[src/hw/rtl/c_escape_sequence_decoder_assert.svh]
// ----------------------------------------------------------------------------
// Assertion macros for the escape sequence decoder
// Concurrent checks that vanish from synthesis builds.
// ----------------------------------------------------------------------------
`ifndef C_ESCAPE_SEQUENCE_DECODER_ASSERT_SVH
`define C_ESCAPE_SEQUENCE_DECODER_ASSERT_SVH

`ifndef SYNTHESIS
// Checked property, quiet while reset is held.
`define CESD_ASSERT(lbl, prop, msg) \
  lbl: assert property (@(posedge clk) disable iff (!rst_n) prop) else $error(msg);
// Checked property, also evaluated during reset.
`define CESD_ASSERT_ALWAYS(lbl, prop, msg) \
  lbl: assert property (@(posedge clk) prop) else $error(msg);
`else
`define CESD_ASSERT(lbl, prop, msg)
`define CESD_ASSERT_ALWAYS(lbl, prop, msg)
`endif

`endif

[src/hw/rtl/cesd_pkg.sv]
// ----------------------------------------------------------------------------
// cesd_pkg
// Types, character codes and helper functions of the escape decoder.
// ----------------------------------------------------------------------------
package cesd_pkg;

  // Escape phase of the decoder.
  typedef enum logic [2:0] {
    PH_PLAIN = 3'd0,
    PH_ESC   = 3'd1,
    PH_OCT1  = 3'd2,
    PH_OCT2  = 3'd3,
    PH_HEX0  = 3'd4,
    PH_HEX1  = 3'd5
  } phase_t;

  // Character codes.
  localparam logic [7:0] CH_BSL = 8'h5C;
  localparam logic [7:0] CH_0   = 8'h30;
  localparam logic [7:0] CH_7   = 8'h37;
  localparam logic [7:0] CH_9   = 8'h39;
  localparam logic [7:0] CH_X   = 8'h78;
  localparam logic [7:0] CH_LA  = 8'h61;
  localparam logic [7:0] CH_LB  = 8'h62;
  localparam logic [7:0] CH_LF  = 8'h66;
  localparam logic [7:0] CH_LN  = 8'h6E;
  localparam logic [7:0] CH_LR  = 8'h72;
  localparam logic [7:0] CH_LT  = 8'h74;
  localparam logic [7:0] CH_LV  = 8'h76;
  localparam logic [7:0] CH_UA  = 8'h41;
  localparam logic [7:0] CH_UF  = 8'h46;

  // Control codes that the simple escapes stand for.
  localparam logic [7:0] CC_NUL = 8'h00;
  localparam logic [7:0] CC_BEL = 8'h07;
  localparam logic [7:0] CC_BS  = 8'h08;
  localparam logic [7:0] CC_HT  = 8'h09;
  localparam logic [7:0] CC_LF  = 8'h0A;
  localparam logic [7:0] CC_VT  = 8'h0B;
  localparam logic [7:0] CC_FF  = 8'h0C;
  localparam logic [7:0] CC_CR  = 8'h0D;

  // Largest number of results that one request produces.
  localparam int unsigned MAX_RES = 2;

  // One result item.
  typedef struct packed {
    logic [7:0] out_byte;
    logic       has_byte;
    logic       bad_escape;
    logic       string_done;
  } result_t;

  // Everything the decoder hands to the result queue for one request.
  typedef struct packed {
    logic [1:0] n_res;
    result_t    res0;
    result_t    res1;
  } dec_out_t;

  // Result queue status seen by the top level.
  typedef struct packed {
    logic [1:0] cnt;
    logic       can_take;
  } q_stat_t;

  // Decoded digit or escape with a hit flag.
  typedef struct packed {
    logic       ok;
    logic [7:0] val;
  } esc_t;

  typedef struct packed {
    logic       ok;
    logic [3:0] val;
  } hex_t;

  function automatic logic is_oct(input logic [7:0] b);
    return (b >= CH_0) && (b <= CH_7);
  endfunction

  function automatic hex_t hex_val(input logic [7:0] b);
    hex_t       h;
    logic [7:0] d;
    h = '0;
    d = '0;
    if ((b >= CH_0) && (b <= CH_9)) begin
      d = b - CH_0;
      h.ok = 1'b1;
    end else if ((b >= CH_LA) && (b <= CH_LF)) begin
      d = b - CH_LA + 8'd10;
      h.ok = 1'b1;
    end else if ((b >= CH_UA) && (b <= CH_UF)) begin
      d = b - CH_UA + 8'd10;
      h.ok = 1'b1;
    end
    h.val = d[3:0];
    return h;
  endfunction

  function automatic esc_t simple_esc(input logic [7:0] b);
    esc_t e;
    e.ok = 1'b1;
    case (b)
      CH_BSL:  e.val = CH_BSL;
      CH_LA:   e.val = CC_BEL;
      CH_LB:   e.val = CC_BS;
      CH_LF:   e.val = CC_FF;
      CH_LN:   e.val = CC_LF;
      CH_LR:   e.val = CC_CR;
      CH_LT:   e.val = CC_HT;
      CH_LV:   e.val = CC_VT;
      default: begin
        e.ok  = 1'b0;
        e.val = CC_NUL;
      end
    endcase
    return e;
  endfunction

endpackage

[src/hw/rtl/cesd_in_if.sv]
// ----------------------------------------------------------------------------
// cesd_in_if
// Raw string byte channel with valid/ready handshake.
// ----------------------------------------------------------------------------
interface cesd_in_if
  import cesd_pkg::*;
();
  logic       valid;
  logic       ready;
  logic [7:0] in_byte;
  logic       is_final;

  modport source (output valid, output in_byte, output is_final, input ready);
  modport sink   (input valid, input in_byte, input is_final, output ready);
endinterface

[src/hw/rtl/cesd_out_if.sv]
// ----------------------------------------------------------------------------
// cesd_out_if
// Decoded byte channel with valid/ready handshake.
// ----------------------------------------------------------------------------
interface cesd_out_if
  import cesd_pkg::*;
();
  logic       valid;
  logic       ready;
  logic [7:0] out_byte;
  logic       has_byte;
  logic       bad_escape;
  logic       string_done;

  modport source (output valid, output out_byte, output has_byte,
                  output bad_escape, output string_done, input ready);
  modport sink   (input valid, input out_byte, input has_byte,
                  input bad_escape, input string_done, output ready);
endinterface

[src/hw/rtl/c_escape_sequence_decoder.sv]
// ----------------------------------------------------------------------------
// c_escape_sequence_decoder
// Decodes C backslash escapes in a byte stream, one raw byte per request.
// ----------------------------------------------------------------------------
//   Channel  Direction  Payload
//   in_ch    sink       in_byte[7:0], is_final
//   out_ch   source     out_byte[7:0], has_byte, bad_escape, string_done
//
// One request is taken per cycle while the queue has room; a result passes
// through the input register, then a queue slot, before out_ch shows it. A
// lone \0 followed by a plain byte yields two results: it waits for an empty
// queue and the next request waits while the second result drains, so the
// input stalls around it. Synchronous reset clears the phase machine, the
// input valid flag and the queue count. A stalled result channel fills the
// two-slot queue, then stalls requests with results; ready is from registers only.
// ----------------------------------------------------------------------------
module c_escape_sequence_decoder
  import cesd_pkg::*;
(
  input  logic       clk,
  input  logic       rst_n,
  cesd_in_if.sink    in_ch,
  cesd_out_if.source out_ch
);

`include "c_escape_sequence_decoder_assert.svh"

  logic       in_vld_r, in_vld_nxt;
  logic [7:0] in_byte_r;
  logic       in_fin_r;
  logic       in_acc;
  logic       fire;
  dec_out_t   dec;
  q_stat_t    q_stat;

  // Input register: may be refilled while empty or as its request moves on to the queue.
  assign fire         = in_vld_r && q_stat.can_take;
  assign in_ch.ready  = !in_vld_r || fire;
  assign in_acc       = in_ch.valid && in_ch.ready;
  assign in_vld_nxt   = in_acc ? 1'b1 : (fire ? 1'b0 : in_vld_r);

  always_ff @(posedge clk) begin
    if (!rst_n) begin
      in_vld_r <= 1'b0;
    end else begin
      in_vld_r <= in_vld_nxt;
    end
  end

  always_ff @(posedge clk) begin
    if (in_acc) begin
      in_byte_r <= in_ch.in_byte;
      in_fin_r  <= in_ch.is_final;
    end
  end

  // Escape decoding of the registered byte.
  cesd_decode u_decode (
    .clk   (clk),
    .rst_n (rst_n),
    .b     (in_byte_r),
    .fin   (in_fin_r),
    .fire  (fire),
    .dec   (dec)
  );

  // Result queue.
  cesd_out_queue u_queue (
    .clk       (clk),
    .rst_n     (rst_n),
    .push_data (dec),
    .push      (fire),
    .stat      (q_stat),
    .out_ch    (out_ch)
  );

  // Checks.
  `CESD_ASSERT(a_q_cnt_max, q_stat.cnt <= 2'd2, "result queue overfull")
  `CESD_ASSERT(a_hold_in, (in_vld_r && !fire) |=> (in_vld_r && $stable(in_byte_r)), "request lost")
  `CESD_ASSERT(a_res_shown, (fire && (dec.n_res != 2'd0)) |=> out_ch.valid, "result not queued")
  `CESD_ASSERT(a_two_fit, (fire && (dec.n_res == 2'd2)) |-> (q_stat.cnt == 2'd0), "queue busy")

endmodule

[src/hw/rtl/cesd_decode.sv]
// ----------------------------------------------------------------------------
// cesd_decode
// Escape phase machine: decodes one registered byte into up to two results.
// ----------------------------------------------------------------------------
module cesd_decode
  import cesd_pkg::*;
(
  input  logic       clk,
  input  logic       rst_n,
  input  logic [7:0] b,
  input  logic       fin,
  input  logic       fire,
  output dec_out_t   dec
);

  phase_t     phase_r, phase_nxt;
  logic [7:0] pv_r, pv_nxt;
  logic       err_r, err_nxt;

  // State registers advance only when the request is handed to the queue.
  always_ff @(posedge clk) begin
    if (!rst_n) begin
      phase_r <= PH_PLAIN;
      pv_r    <= '0;
      err_r   <= 1'b0;
    end else if (fire) begin
      phase_r <= phase_nxt;
      pv_r    <= pv_nxt;
      err_r   <= err_nxt;
    end
  end

  // Next phase and emitted bytes.
  always_comb begin
    esc_t       esc;
    hex_t       hx;
    logic       oct;
    logic [1:0] ne;
    logic [7:0] eb0;
    logic [7:0] eb1;
    logic [1:0] nres;
    logic       err_p;

    esc       = simple_esc(b);
    hx        = hex_val(b);
    oct       = is_oct(b);
    ne        = 2'd0;
    eb0       = CC_NUL;
    eb1       = CC_NUL;
    phase_nxt = PH_PLAIN;
    pv_nxt    = '0;
    err_nxt   = err_r;

    unique case (phase_r)
      PH_ESC: begin
        if (esc.ok) begin
          ne  = 2'd1;
          eb0 = esc.val;
        end else if (oct) begin
          if (fin) begin
            if (b == CH_0) begin
              ne  = 2'd1;
              eb0 = CC_NUL;
            end else begin
              err_nxt = 1'b1;
            end
          end else begin
            phase_nxt = PH_OCT1;
            pv_nxt    = {5'd0, b[2:0]};
          end
        end else if ((b == CH_X) && !fin) begin
          phase_nxt = PH_HEX0;
        end else begin
          err_nxt = 1'b1;
        end
      end
      PH_OCT1: begin
        if (oct && !fin) begin
          phase_nxt = PH_OCT2;
          pv_nxt    = {pv_r[4:0], b[2:0]};
        end else if (pv_r == 8'd0) begin
          // Lone \0: NUL, then this byte is taken as plain text.
          ne  = 2'd1;
          eb0 = CC_NUL;
          if ((b == CH_BSL) && !fin) begin
            phase_nxt = PH_ESC;
          end else begin
            ne  = 2'd2;
            eb1 = b;
          end
        end else begin
          err_nxt = 1'b1;
        end
      end
      PH_OCT2: begin
        if (oct) begin
          ne  = 2'd1;
          eb0 = {pv_r[4:0], b[2:0]};
        end else begin
          err_nxt = 1'b1;
        end
      end
      PH_HEX0: begin
        if (hx.ok && !fin) begin
          phase_nxt = PH_HEX1;
          pv_nxt    = {4'd0, hx.val};
        end else begin
          err_nxt = 1'b1;
        end
      end
      PH_HEX1: begin
        if (hx.ok) begin
          ne  = 2'd1;
          eb0 = {pv_r[3:0], hx.val};
        end else begin
          err_nxt = 1'b1;
        end
      end
      default: begin
        // Plain text; a trailing backslash passes through as itself.
        if ((b == CH_BSL) && !fin) begin
          phase_nxt = PH_ESC;
        end else begin
          ne  = 2'd1;
          eb0 = b;
        end
      end
    endcase

    // Flag reported with this request's results, before end-of-string clear.
    err_p = err_nxt;
    nres  = (fin && (ne == 2'd0)) ? 2'd1 : ne;

    dec.n_res            = nres;
    dec.res0.out_byte    = (ne != 2'd0) ? eb0 : CC_NUL;
    dec.res0.has_byte    = (ne != 2'd0);
    dec.res0.bad_escape  = err_p;
    dec.res0.string_done = fin && (nres == 2'd1);
    dec.res1.out_byte    = eb1;
    dec.res1.has_byte    = 1'b1;
    dec.res1.bad_escape  = err_p;
    dec.res1.string_done = fin;

    // The end of a string returns the machine to its reset state.
    if (fin) begin
      phase_nxt = PH_PLAIN;
      pv_nxt    = '0;
      err_nxt   = 1'b0;
    end
  end

endmodule

[src/hw/rtl/cesd_out_queue.sv]
// ----------------------------------------------------------------------------
// cesd_out_queue
// Two-slot result queue; the head slot drives the result channel.
// ----------------------------------------------------------------------------
module cesd_out_queue
  import cesd_pkg::*;
(
  input  logic        clk,
  input  logic        rst_n,
  input  dec_out_t    push_data,
  input  logic        push,
  output q_stat_t     stat,
  cesd_out_if.source  out_ch
);

  logic [1:0] cnt_r, cnt_nxt;
  result_t    slot0_r, slot0_nxt;
  result_t    slot1_r, slot1_nxt;
  logic       pop;

  assign pop = (cnt_r != 2'd0) && out_ch.ready;

  // Room is judged on the registered count and the request's result count, so
  // ready never waits on the downstream side.
  assign stat.cnt      = cnt_r;
  assign stat.can_take = ({1'b0, cnt_r} + {1'b0, push_data.n_res}) <= 3'(MAX_RES);

  // Pop first, then append the new results behind what remains.
  // A full queue only ever takes a request without results, so it is left alone.
  always_comb begin
    logic [1:0] cnt_a;
    cnt_a     = cnt_r - {1'b0, pop};
    slot0_nxt = pop ? slot1_r : slot0_r;
    slot1_nxt = slot1_r;
    cnt_nxt   = cnt_a;
    if (push) begin
      if (cnt_a == 2'd0) begin
        slot0_nxt = push_data.res0;
        slot1_nxt = push_data.res1;
      end else if (cnt_a == 2'd1) begin
        slot1_nxt = push_data.res0;
      end
      cnt_nxt = cnt_a + push_data.n_res;
    end
  end

  always_ff @(posedge clk) begin
    if (!rst_n) begin
      cnt_r <= '0;
    end else begin
      cnt_r <= cnt_nxt;
    end
  end

  always_ff @(posedge clk) begin
    slot0_r <= slot0_nxt;
    slot1_r <= slot1_nxt;
  end

  assign out_ch.valid       = (cnt_r != 2'd0);
  assign out_ch.out_byte    = slot0_r.out_byte;
  assign out_ch.has_byte    = slot0_r.has_byte;
  assign out_ch.bad_escape  = slot0_r.bad_escape;
  assign out_ch.string_done = slot0_r.string_done;

endmodule
[src/flat_wrapper.sv]
// flat-port wrapper written by rule: the top's interface ports become plain ports
module c_escape_sequence_decoder_flat import cesd_pkg::*;
  (clk, rst_n, in_ch_valid, in_ch_in_byte, in_ch_is_final, in_ch_ready, out_ch_valid, out_ch_out_byte, out_ch_has_byte, out_ch_bad_escape, out_ch_string_done, out_ch_ready);
  cesd_in_if in_ch_i ();
  cesd_out_if out_ch_i ();
  input  logic clk;
  input  logic rst_n;
  input wire logic [$bits(in_ch_i.valid)-1:0] in_ch_valid;
  input wire logic [$bits(in_ch_i.in_byte)-1:0] in_ch_in_byte;
  input wire logic [$bits(in_ch_i.is_final)-1:0] in_ch_is_final;
  output wire logic [$bits(in_ch_i.ready)-1:0] in_ch_ready;
  output wire logic [$bits(out_ch_i.valid)-1:0] out_ch_valid;
  output wire logic [$bits(out_ch_i.out_byte)-1:0] out_ch_out_byte;
  output wire logic [$bits(out_ch_i.has_byte)-1:0] out_ch_has_byte;
  output wire logic [$bits(out_ch_i.bad_escape)-1:0] out_ch_bad_escape;
  output wire logic [$bits(out_ch_i.string_done)-1:0] out_ch_string_done;
  input wire logic [$bits(out_ch_i.ready)-1:0] out_ch_ready;
  assign in_ch_i.valid = in_ch_valid;
  assign in_ch_i.in_byte = in_ch_in_byte;
  assign in_ch_i.is_final = in_ch_is_final;
  assign in_ch_ready = in_ch_i.ready;
  assign out_ch_valid = out_ch_i.valid;
  assign out_ch_out_byte = out_ch_i.out_byte;
  assign out_ch_has_byte = out_ch_i.has_byte;
  assign out_ch_bad_escape = out_ch_i.bad_escape;
  assign out_ch_string_done = out_ch_i.string_done;
  assign out_ch_i.ready = out_ch_ready;
  c_escape_sequence_decoder u_core (.clk(clk), .rst_n(rst_n), .in_ch(in_ch_i), .out_ch(out_ch_i));
endmodule
[config.mk]
export PLATFORM = sky130hd
export DESIGN_NAME = c_escape_sequence_decoder_flat
export DESIGN_NICKNAME = d
export VERILOG_FILES = /design/src/hw/rtl/cesd_pkg.sv /design/src/hw/rtl/cesd_in_if.sv /design/src/hw/rtl/cesd_out_if.sv /design/src/hw/rtl/c_escape_sequence_decoder.sv /design/src/hw/rtl/cesd_decode.sv /design/src/hw/rtl/cesd_out_queue.sv /design/src/flat_wrapper.sv
export VERILOG_INCLUDE_DIRS = /design/src /design/src/hw/rtl
export SDC_FILE = /design/constraint.sdc
export NUM_CORES = 1
export LEC_CHECK = 0
export ABC_AREA = 1
export BUFFER_PORTS_ARGS = -buffer_cell sky130_fd_sc_hd__buf_2
export CORE_MARGIN = 5
export CORE_UTILIZATION = 25
export CTS_CLUSTER_SIZE = 24
export DETAILED_ROUTE_END_ITERATION = 8
export PLACE_DENSITY_LB_ADDON = 0.25
export SETUP_SLACK_MARGIN = 0.2
export SYNTH_ARGS = -nofsm -noshare
export SYNTH_HDL_FRONTEND = slang
export SYNTH_SLANG_ARGS = --single-unit
[constraint.sdc]
create_clock -name clk -period 10.95 [get_ports clk]
set_clock_uncertainty 0.15 [all_clocks]
set_input_delay 0.5475 -clock clk [delete_from_list [all_inputs] [get_ports clk]]
set_output_delay 0.5475 -clock clk [all_outputs]
set_load 0.03 [all_outputs]
==> results.cfg, run 1 <==
[floorplan]
core_area_um2 = 11400
fp.dieH_um = 117
ios = 26
die-width_um = 117
start_util_pct = 25.3
rows = 39
die_area_um2 = 13800

[route]
wirelength_um = 7640
wl_met2_um = 3340
avgRoutedWirePerCell_um = 13.1
postRouteAntennaNets = 0
drc = 0
vias_per_cell = 4.60
drtIter0Drc = 166
wl_met3_um = 497
dr.pass1.iters = 4
top_layer = met4
num_vias = 2685
m1WireLength_um = 3660

[timing]
fin_hold_ws_ns = 0.284
finalHoldViolations = 0
timing.setup.tns_ns = 0
setup_viol = 0
tightestPinTransition_ns = 0.864
rsz0062_at_grt = false
layout_setup_ws_ns = 6.44
relSlewSlack_pct = 42.4
drv_slew = 0
fmax_mhz = 222
post-route-period-util_pct = 41.2
fin_crit_ns = 4.51

[yosys]
ys_seq_area_share_pct = 39.0
synthArstFlopShare_pct = 0
synth.distinct_cells = 39
synth_top_area_share_pct = 20.9
synth.most_common_cell = nand2_1
netlist_instances = 416
netlist.top_cell.by_area = edfxtp_1
synth_common_cells = nand2_1 (154), inv_1 (42), nor2_1 (37), nand3_1 (28), dfxtp_1 (26)
syn_avg_cell_area_um2 = 6.91
synth_area_leaders = edfxtp_1 (21%), nand2_1 (20%), dfxtp_1 (18%)
synth-main-ff-cell = dfxtp_1
synth_edf_count = 20
synthesis.area_um2 = 2880
ys_warn_count = 0
synth_seq_cells = 46
synthesis.nets = 437

[finish]
layout.cells.non_filler = 584
final-seq-area_um2 = 1120
drive_gt1_share_pct = 12.0
finalInstanceArea_um2 = 3270
syn_to_final_growth_pct = 13.5
multi_input_area_um2 = 1520
fillers = 1251
final_nets = 461
n_antenna_cell = 0
postLayoutCoreUtil_pct = 28.7

[setup_path]
path_cells = inv_1, ha_1, nor2_1, nor2_1, o21ai_2, inv_1, nor2_1, nand2_1, nand2_1, nand2_1, nor2_1, o21ai_0, ha_1, ha_1, a21oi_1, nand2_1, nand2_1, buf_2
path_class = reg -> out
crit_buf_inv = 3
cpLargestDelayFamily = simple AND/OR/NAND/NOR gates
cp.depth = 18
slowest_stage = edfxtp_1
path_max_fanout = 7
required_ns = 10.25
cpPeakStageDelay_ns = 0.48
cpMostUsedCell = nand2_1
arrival_ns = 3.81
reg2regPathDepth = 17
start_kind = register
endpoint_kind = output pin

[global_routing]
first_global_vias = 2550
grt_overflow = 0
grt_start_max_net_pins = 19
grt_pass1_wl_um = 12800
gr-usage-all-layers_pct = 11.7
antenna_found_initial = 0

[power]
ir_drop_v = 0.0000797
seq_power_share_pct = 39.3
p_clk_share_pct = 22.7
p_sw_mw = 0.258
pwr-share-comb_pct = 38.1
p_leak_nw = 1.52
p_int_mw = 0.387
powerDensity_nw_per_um2 = 198
total_power_mw = 0.645
swShare_pct = 40.0

[clock_network]
clockRootBuffer = clkbuf_16
clk_latency_ns = 0.29
ctsHoldBuffers = 0
numCtsBuffers = 5
cts_tree = yes
worst_setup_hold_path_clk_slew_ns = 0.06
clk_path_buf_depth = 2
htreeDepth = 2
cts.sinks = 46
cts_setup_buffers = 0
postCtsResizedCells = 0

[outcome]
run_status = finished clean

[job]
drv_cap = 0

[placed_design]
gp_congestion = 0.915
port_buffers = 25
pre_cts_ws_ns = 6.52
dpl.hpwl_um = 6180
dpl.cell_count = 576
placed_area_um2 = 3120

[worst_hold_path]
hold_class = in -> reg
whs_path_depth = 1
==> flip-flops by register name (all words and copies together), names as in the netlist, 2 cells and up <==
| register | count |
|---|---|
| u_core.in_byte_r | 8 |
| u_core.u_queue.out_ch.out_byte | 8 |
| u_core.u_decode.pv_r | 8 |
| u_core.u_queue.slot1_r | 11 |
| u_core.u_decode.phase_r | 3 |
| u_core.u_queue.cnt_r | 2 |
==> power by group through the flow <==
stage | Combinational [mW] | Clock, mW | Sequential, mW
floorplan | 0.159 | 0 | 0.289
global placement | 0.249 | 0 | 0.257
detailed placement | 0.248 | 0 | 0.257
CTS | 0.249 | 0.151 | 0.254
global route | 0.279 | 0.159 | 0.258
finish | 0.246 | 0.146 | 0.253
==> worst paths after layout <==
check	from	to	slack, ns
hold reg to reg	u_core.u_decode.phase_r[2]	u_core.u_decode.phase_r[2]	0.32
setup / recovery	u_core.in_byte_r[0]	in_ch_ready	6.44
setup reg to reg	u_core.in_byte_r[0]	u_core.in_byte_r[2]	6.53
hold / removal	in_ch_is_final	u_core.in_fin_r	0.28
==> area by class of cell <==
type / instances / share of cell area, %
inverter: 47 / 5.48
clock buffer: 6 / 3.95
sequential: 46 / 34.3
tap: 143 / 5.48
clock inverter: 2 / 0.421
multi-input combinational: 315 / 46.5
timing repair buffer: 25 / 3.83
==> routing by layer <==
| metal | vias to the layer above | GRT usage [%] |
|---|---|---|
| met5 | - | 0 |
| met4 | 0 | 3.67 |
| met3 | 14 | 2.31 |
| met2 | 74 | 18.3 |
| met1 | 1203 | 16.4 |
| li1 | 1394 | - |
==> cells by family (layout without fill, tap and decap cells) <==
| group | after synthesis | count (layout) | synth area share [%] |
|---|---|---|---|
| flip-flops | 46 | 46 | 39.0 |
| AO/OA/AOI/OAI | 57 | 57 | 11.2 |
| buffers and inverters | 55 | 80 | 8.22 |
| XOR/XNOR | 6 | 6 | 1.83 |
| adder cells (fa/ha/maj) | 8 | 8 | 3.48 |
| AND/OR/NAND/NOR | 244 | 244 | 36.3 |
==> placed cells by master (no fill, tap or decap), types with 5 or more instances in the layout <==
cell | synthesis | final
nand3_1 | 28 | 28
nand2_2 | 5 | 5
nand2_1 | 154 | 154
buf_2 | 1 | 25
edfxtp_1 | 20 | 20
ha_1 | 8 | 8
nor2_1 | 37 | 37
clkbuf_16 | 0 | 5
inv_1 | 42 | 42
dfxtp_1 | 26 | 26
a21oi_1 | 23 | 23
o21ai_0 | 18 | 18
No activity file was read; power rests on OpenSTA's default activity.
==> inputs of run 2 (changes only) <==
- clock period: 10.95 -> 3.69 ns (I/O delays scaled with it)
==> run 2 against run 1 <==
- via count increased by 6.4%
- critical path type unchanged
- largest cell class unchanged
- sequential power rose to 2.9 times the previous value
- flip-flop and latch count unchanged
- register-to-register slack lost 6.2 ns
==> results.cfg, run 2 (synthesis gave the netlist of run 1 again) <==
[global_routing]
grt_overflow = 0
gr-usage-all-layers_pct = 12.3
grt_start_max_net_pins = 15
antenna_found_initial = 0
first_global_vias = 2726
grt_pass1_wl_um = 13200

[timing]
fin_crit_ns = 3.38
tightestPinTransition_ns = 0.467
rsz0062_at_grt = true
timing.setup.tns_ns = 0
fmax_mhz = 296
drv_slew = 0
setup_viol = 0
post-route-period-util_pct = 91.7
finalHoldViolations = 0
relSlewSlack_pct = 68.8
layout_setup_ws_ns = 0.306

[floorplan]
start_util_pct = 25.3
ios = 26
die_area_um2 = 13800
die-width_um = 117
rows = 39
fp.dieH_um = 117
core_area_um2 = 11400

[finish]
n_antenna_cell = 0
top_register = u_core.u_queue.slot1_r
largest_reg_flops = 11
drive_gt1_share_pct = 25.2
final_nets = 509
syn_to_final_growth_pct = 32.2
fillers = 1237
mostFrequentLayoutCells = nand2_1 (144), inv_1 (38), buf_4 (36)
layout.cells.non_filler = 632
final_common_cell = nand2_1

[power]
pwr-share-comb_pct = 44.3
p_clk_share_pct = 20.7
powerDensity_nw_per_um2 = 555
p_sw_mw = 0.842
ir_drop_v = 0.000295
p_leak_nw = 1.75
swShare_pct = 39.9
seq_power_share_pct = 35.0
p_int_mw = 1.27

[placed_design]
dpl.cell_count = 595
port_buffers = 25
pre_cts_ws_ns = 0.0680
gp_congestion = 0.907
dpl.hpwl_um = 6350

[worst_hold_path]
hp-start = in_ch_valid
whs_path_depth = 3
hold_class = in -> reg
hold_path_end = u_core.in_vld_r

[route]
drc = 0
wirelength_um = 8240
drtIter0Drc = 233
postRouteAntennaNets = 0
vias_per_cell = 4.52
avgRoutedWirePerCell_um = 13.0
num_vias = 2858
dr.pass1.iters = 4

[setup_path]
required_ns = 3.36
endpoint_kind = output pin
reg2regPathDepth = 21
arrival_ns = 3.05
start_kind = register
r2r-end = u_core.u_queue.out_ch.out_byte[4]
path_class = reg -> out
r2r_start = u_core.in_byte_r[5]
path_max_fanout = 5
r2r_slack_ns = 0.32

[clock_network]
numCtsBuffers = 5
cts_tree = yes
clk_path_buf_depth = 2
clk_latency_ns = 0.29
htreeDepth = 2
cts.sinks = 46
clockRootBuffer = clkbuf_16
worst_setup_hold_path_clk_slew_ns = 0.06

[job]
drv_cap = 0

[outcome]
run_status = finished clean
==> run 2: changes by cell type in the layout (fill, tap and decap cells not counted), sizes merged <==
cell	previous run	this run
dlygate4sd3	0	10
buf	25	62
clkbuf	6	5
clkinv	3	4
clkinvlp	0	1
==> run 2: how the worst max path moves through the flow <==
| stage | end | slack (ns) | startpoint |
|---|---|---|---|
| finish | in_ch_ready | 0.31 | u_core.in_byte_r[5] |
| global route | u_core.u_queue.out_ch.bad_escape | 0.14 | u_core.in_byte_r[7] |
| CTS | in_ch_ready | 0.20 | u_core.in_byte_r[1] |
| detailed placement | u_core.u_queue.out_ch.out_byte[5] | 0.07 | u_core.in_byte_r[0] |
| global placement | u_core.u_queue.out_ch.out_byte[1] | 0.16 | u_core.in_byte_r[0] |
| floorplan | u_core.u_queue.out_ch.out_byte[5] | 0.21 | u_core.in_byte_r[0] |
==> run 2: cell type report <==
cell class	count	area, um^2	area share (%)
clock buffers	5	125	3.29
clock inverters	3	15.0	0.395
inverters	47	188	4.94
multi-input cells	315	1660	43.5
flip-flops and latches	46	1120	29.5
well taps	143	179	4.71
repair buffers	72	513	13.5
repair inverters	1	6.26	0.165
==> run 2: per-layer routing <==
metal | GRT usage, % | part of all wire [%] | routed length [um]
met2 | 19.6 | 47 | 3840
met1 | 16.7 | 47 | 3880
met3 | 2.67 | 5.5 | 450
met4 | 3.29 | 0.87 | 72
met5 | 0 | 0 | 0
==> run 2: what timing repair did <==
action	CTS	global route
cloned	0	1
pin swaps	1	12
endpoints found under the hold margin	10	0
endpoints found under the setup margin	37	45
setup buffers	1	17
resized for setup	7	35
hold buffers	10	0
==> run 2: through the flow <==
step | utilization, % | hold slack (ns) | cell area (um^2) | power [mW]
2_1_floorplan | - | 0.132 | 2900 | 1.34
3_3_place_gp | 28.9 | 0.213 | 3280 | 1.56
4_1_cts | 31.3 | 0.0762 | 3560 | 2.02
3_5_place_dp | 28.9 | 0.213 | 3280 | 1.56
5_1_grt | 33.4 | 0.0742 | 3800 | 2.27
6_report | 33.4 | 0.0612 | 3800 | 2.11
==> run 2: power groups by stage <==
stage	Combinational [mW]	Clock [mW]	Sequential, mW
floorplan	0.485	0	0.857
global placement	0.804	0	0.751
detailed placement	0.802	0	0.753
CTS	0.831	0.450	0.741
global route	1.04	0.475	0.754
finish	0.934	0.437	0.739
==> run 2: critical path: stages, from the launching register on <==
cell      delay (ns)
edfxtp_1        0.48
nand2_1         0.22
nor2_4          0.08
nand2_1         0.13
nand2_2         0.09
a21oi_2         0.14
nand3_1         0.11
a21oi_2         0.16
nand2_1         0.09
nor2_2          0.14
o21ai_2         0.08
ha_2            0.20
ha_4            0.22
a21oi_4         0.19
buf_4           0.14
nand2_2         0.08
nand2_2         0.09
buf_6           0.13
==> inputs of run 3 (changes only) <==
- BUFFER_PORTS_ARGS: -buffer_cell sky130_fd_sc_hd__buf_2 -> -buffer_cell sky130_fd_sc_hd__buf_4
==> run 3 against run 2 <==
- cell count is 0.63% lower
- sequential power is 0.7% higher
- power is 0.28% lower
- combinational power is 1% lower
- critical endpoint unchanged
==> results.cfg, run 3 (synthesis gave the netlist of run 1 again) <==
[floorplan]
die_area_um2 = 13800
die-width_um = 117
fp.dieH_um = 117
rows = 39
core_area_um2 = 11400
ios = 26
start_util_pct = 25.3

[job]
drv_cap = 0

[clock_network]
clk_path_buf_depth = 2
numCtsBuffers = 5
clockRootBuffer = clkbuf_16
clk_latency_ns = 0.28
cts.sinks = 46
cts_tree = yes
htreeDepth = 2
worst_setup_hold_path_clk_slew_ns = 0.06

[timing]
drv_slew = 0
timing.setup.tns_ns = 0
post-route-period-util_pct = 89.7
rsz0062_at_grt = false
relSlewSlack_pct = 65.5
fin_crit_ns = 3.31
setup_viol = 0
fmax_mhz = 302
finalHoldViolations = 0
tightestPinTransition_ns = 0.516

[worst_hold_path]
hp-start = in_ch_valid
hold_class = in -> reg

[setup_path]
r2r_start = u_core.in_byte_r[7]
slowest_stage = edfxtp_1
critPathLaunch = u_core.in_byte_r[7]
endpoint_kind = output pin
cpMostUsedCell = nand2_1
path_max_fanout = 3
path_class = reg -> out
required_ns = 3.36
arrival_ns = 2.98
cpPeakStageDelay_ns = 0.40
path_cells = buf_4, inv_2, nand2_1, buf_4, nor2_1, nand3_2, nor3_2, nand2_1, nand2_1, a21oi_2, nand2_1, nor2_2, o21ai_2, ha_2, ha_4, a21oi_4, nand2_2, nand2_2, buf_4
start_kind = register

[route]
wirelength_um = 8080
vias_per_cell = 4.60
num_vias = 2890
dr.pass1.iters = 5
avgRoutedWirePerCell_um = 12.9
postRouteAntennaNets = 0
drtIter0Drc = 221
drc = 0

[power]
swShare_pct = 39.2
p_leak_nw = 1.75
total_power_mw = 2.10
p_sw_mw = 0.824
ir_drop_v = 0.000303
p_int_mw = 1.28
p_clk_share_pct = 20.7
powerDensity_nw_per_um2 = 552
seq_power_share_pct = 35.4
pwr-share-comb_pct = 44.0

[placed_design]
dpl.hpwl_um = 6510
port_buffers = 25
gp_congestion = 0.886

[finish]
final_common_cell = nand2_1
syn_to_final_growth_pct = 32.4
n_antenna_cell = 0
mostFrequentLayoutCells = nand2_1 (151), buf_4 (57), inv_1 (39)
largest_reg_flops = 11
fillers = 1223
final_nets = 505
drive_gt1_share_pct = 22.7
top_register = u_core.u_queue.slot1_r

[global_routing]
grt_overflow = 0
first_global_vias = 2721
antenna_found_initial = 0
grt_pass1_wl_um = 13300
grt_start_max_net_pins = 15
gr-usage-all-layers_pct = 12.1

[outcome]
run_status = finished clean
run 3: cell count changes in the layout (fill, tap and decap cells not counted), sizes merged:
| cell | change |
|---|---|
| buf | -3 |
| inv | -1 |
run 3: power by group through the flow:
stage / registers [mW] / clock network, mW / logic [mW]
final: 0.744 / 0.434 / 0.925
after global routing: 0.757 / 0.470 / 1.03
after CTS: 0.745 / 0.448 / 0.879
after detailed placement: 0.757 / 0 / 0.851
after global placement: 0.754 / 0 / 0.853
after floorplan: 0.857 / 0 / 0.485
run 3: path summary, 6_finish.rpt:
kind                                                           to  slack, ns  cells after the start
worst max-delay path                                  in_ch_ready       0.38                     19
worst max register to register  u_core.u_queue.out_ch.out_byte[3]       0.41                     23
worst min-delay path                              u_core.in_vld_r       0.07                      3
worst min register to register            u_core.u_decode.pv_r[5]       0.31                      2
run 3: final cells by class:
cell class / count / area, um^2 / share of cell area [%]
multi-input cells: 315 / 1630 / 42.8
flip-flops and latches: 46 / 1120 / 29.4
repair buffers: 69 / 551 / 14.5
inverters: 47 / 185 / 4.86
well taps: 143 / 179 / 4.70
clock buffers: 5 / 125 / 3.29
clock inverters: 3 / 16.3 / 0.427
run 3: routing by layer:
layer  routed length (um)  track usage, %
met5                    0               0
met4                  141            3.44
met3                  454            2.16
met2                 3680            19.9
met1                 3800            16.2
run 3: critical path: cells and delay by family (launching register included):
kind / cells / cell delay (ns)
compound gates: 3 / 0.32
fa+ha+maj: 2 / 0.42
simple gates: 10 / 1.03
flops: 1 / 0.40
buf+inv: 4 / 0.53
run 3: repair_timing:
action                     in CTS  in global routing
hold endpoints to repair       10                  0
resized for setup               6                 23
setup endpoints to repair      38                 43
setup buffers                   3                 11
hold buffers                   10                  0
pin swaps                       1                 15
run 3: through the flow:
stage / util, % / setup slack (ns) / std cells / cell area [um^2] / hold slack (ns)
after CTS: 32.0 / 0.214 / 617 / 3640 / 0.0892
after detailed placement: 29.5 / 0.0141 / 596 / 3350 / 0.214
after floorplan: - / 0.215 / 416 / 2900 / 0.132
after global placement: 29.5 / 0.138 / 596 / 3350 / 0.214
after global routing: 33.5 / 0.175 / 628 / 3810 / 0.0854
final: 33.5 / 0.380 / 628 / 3810 / 0.0728
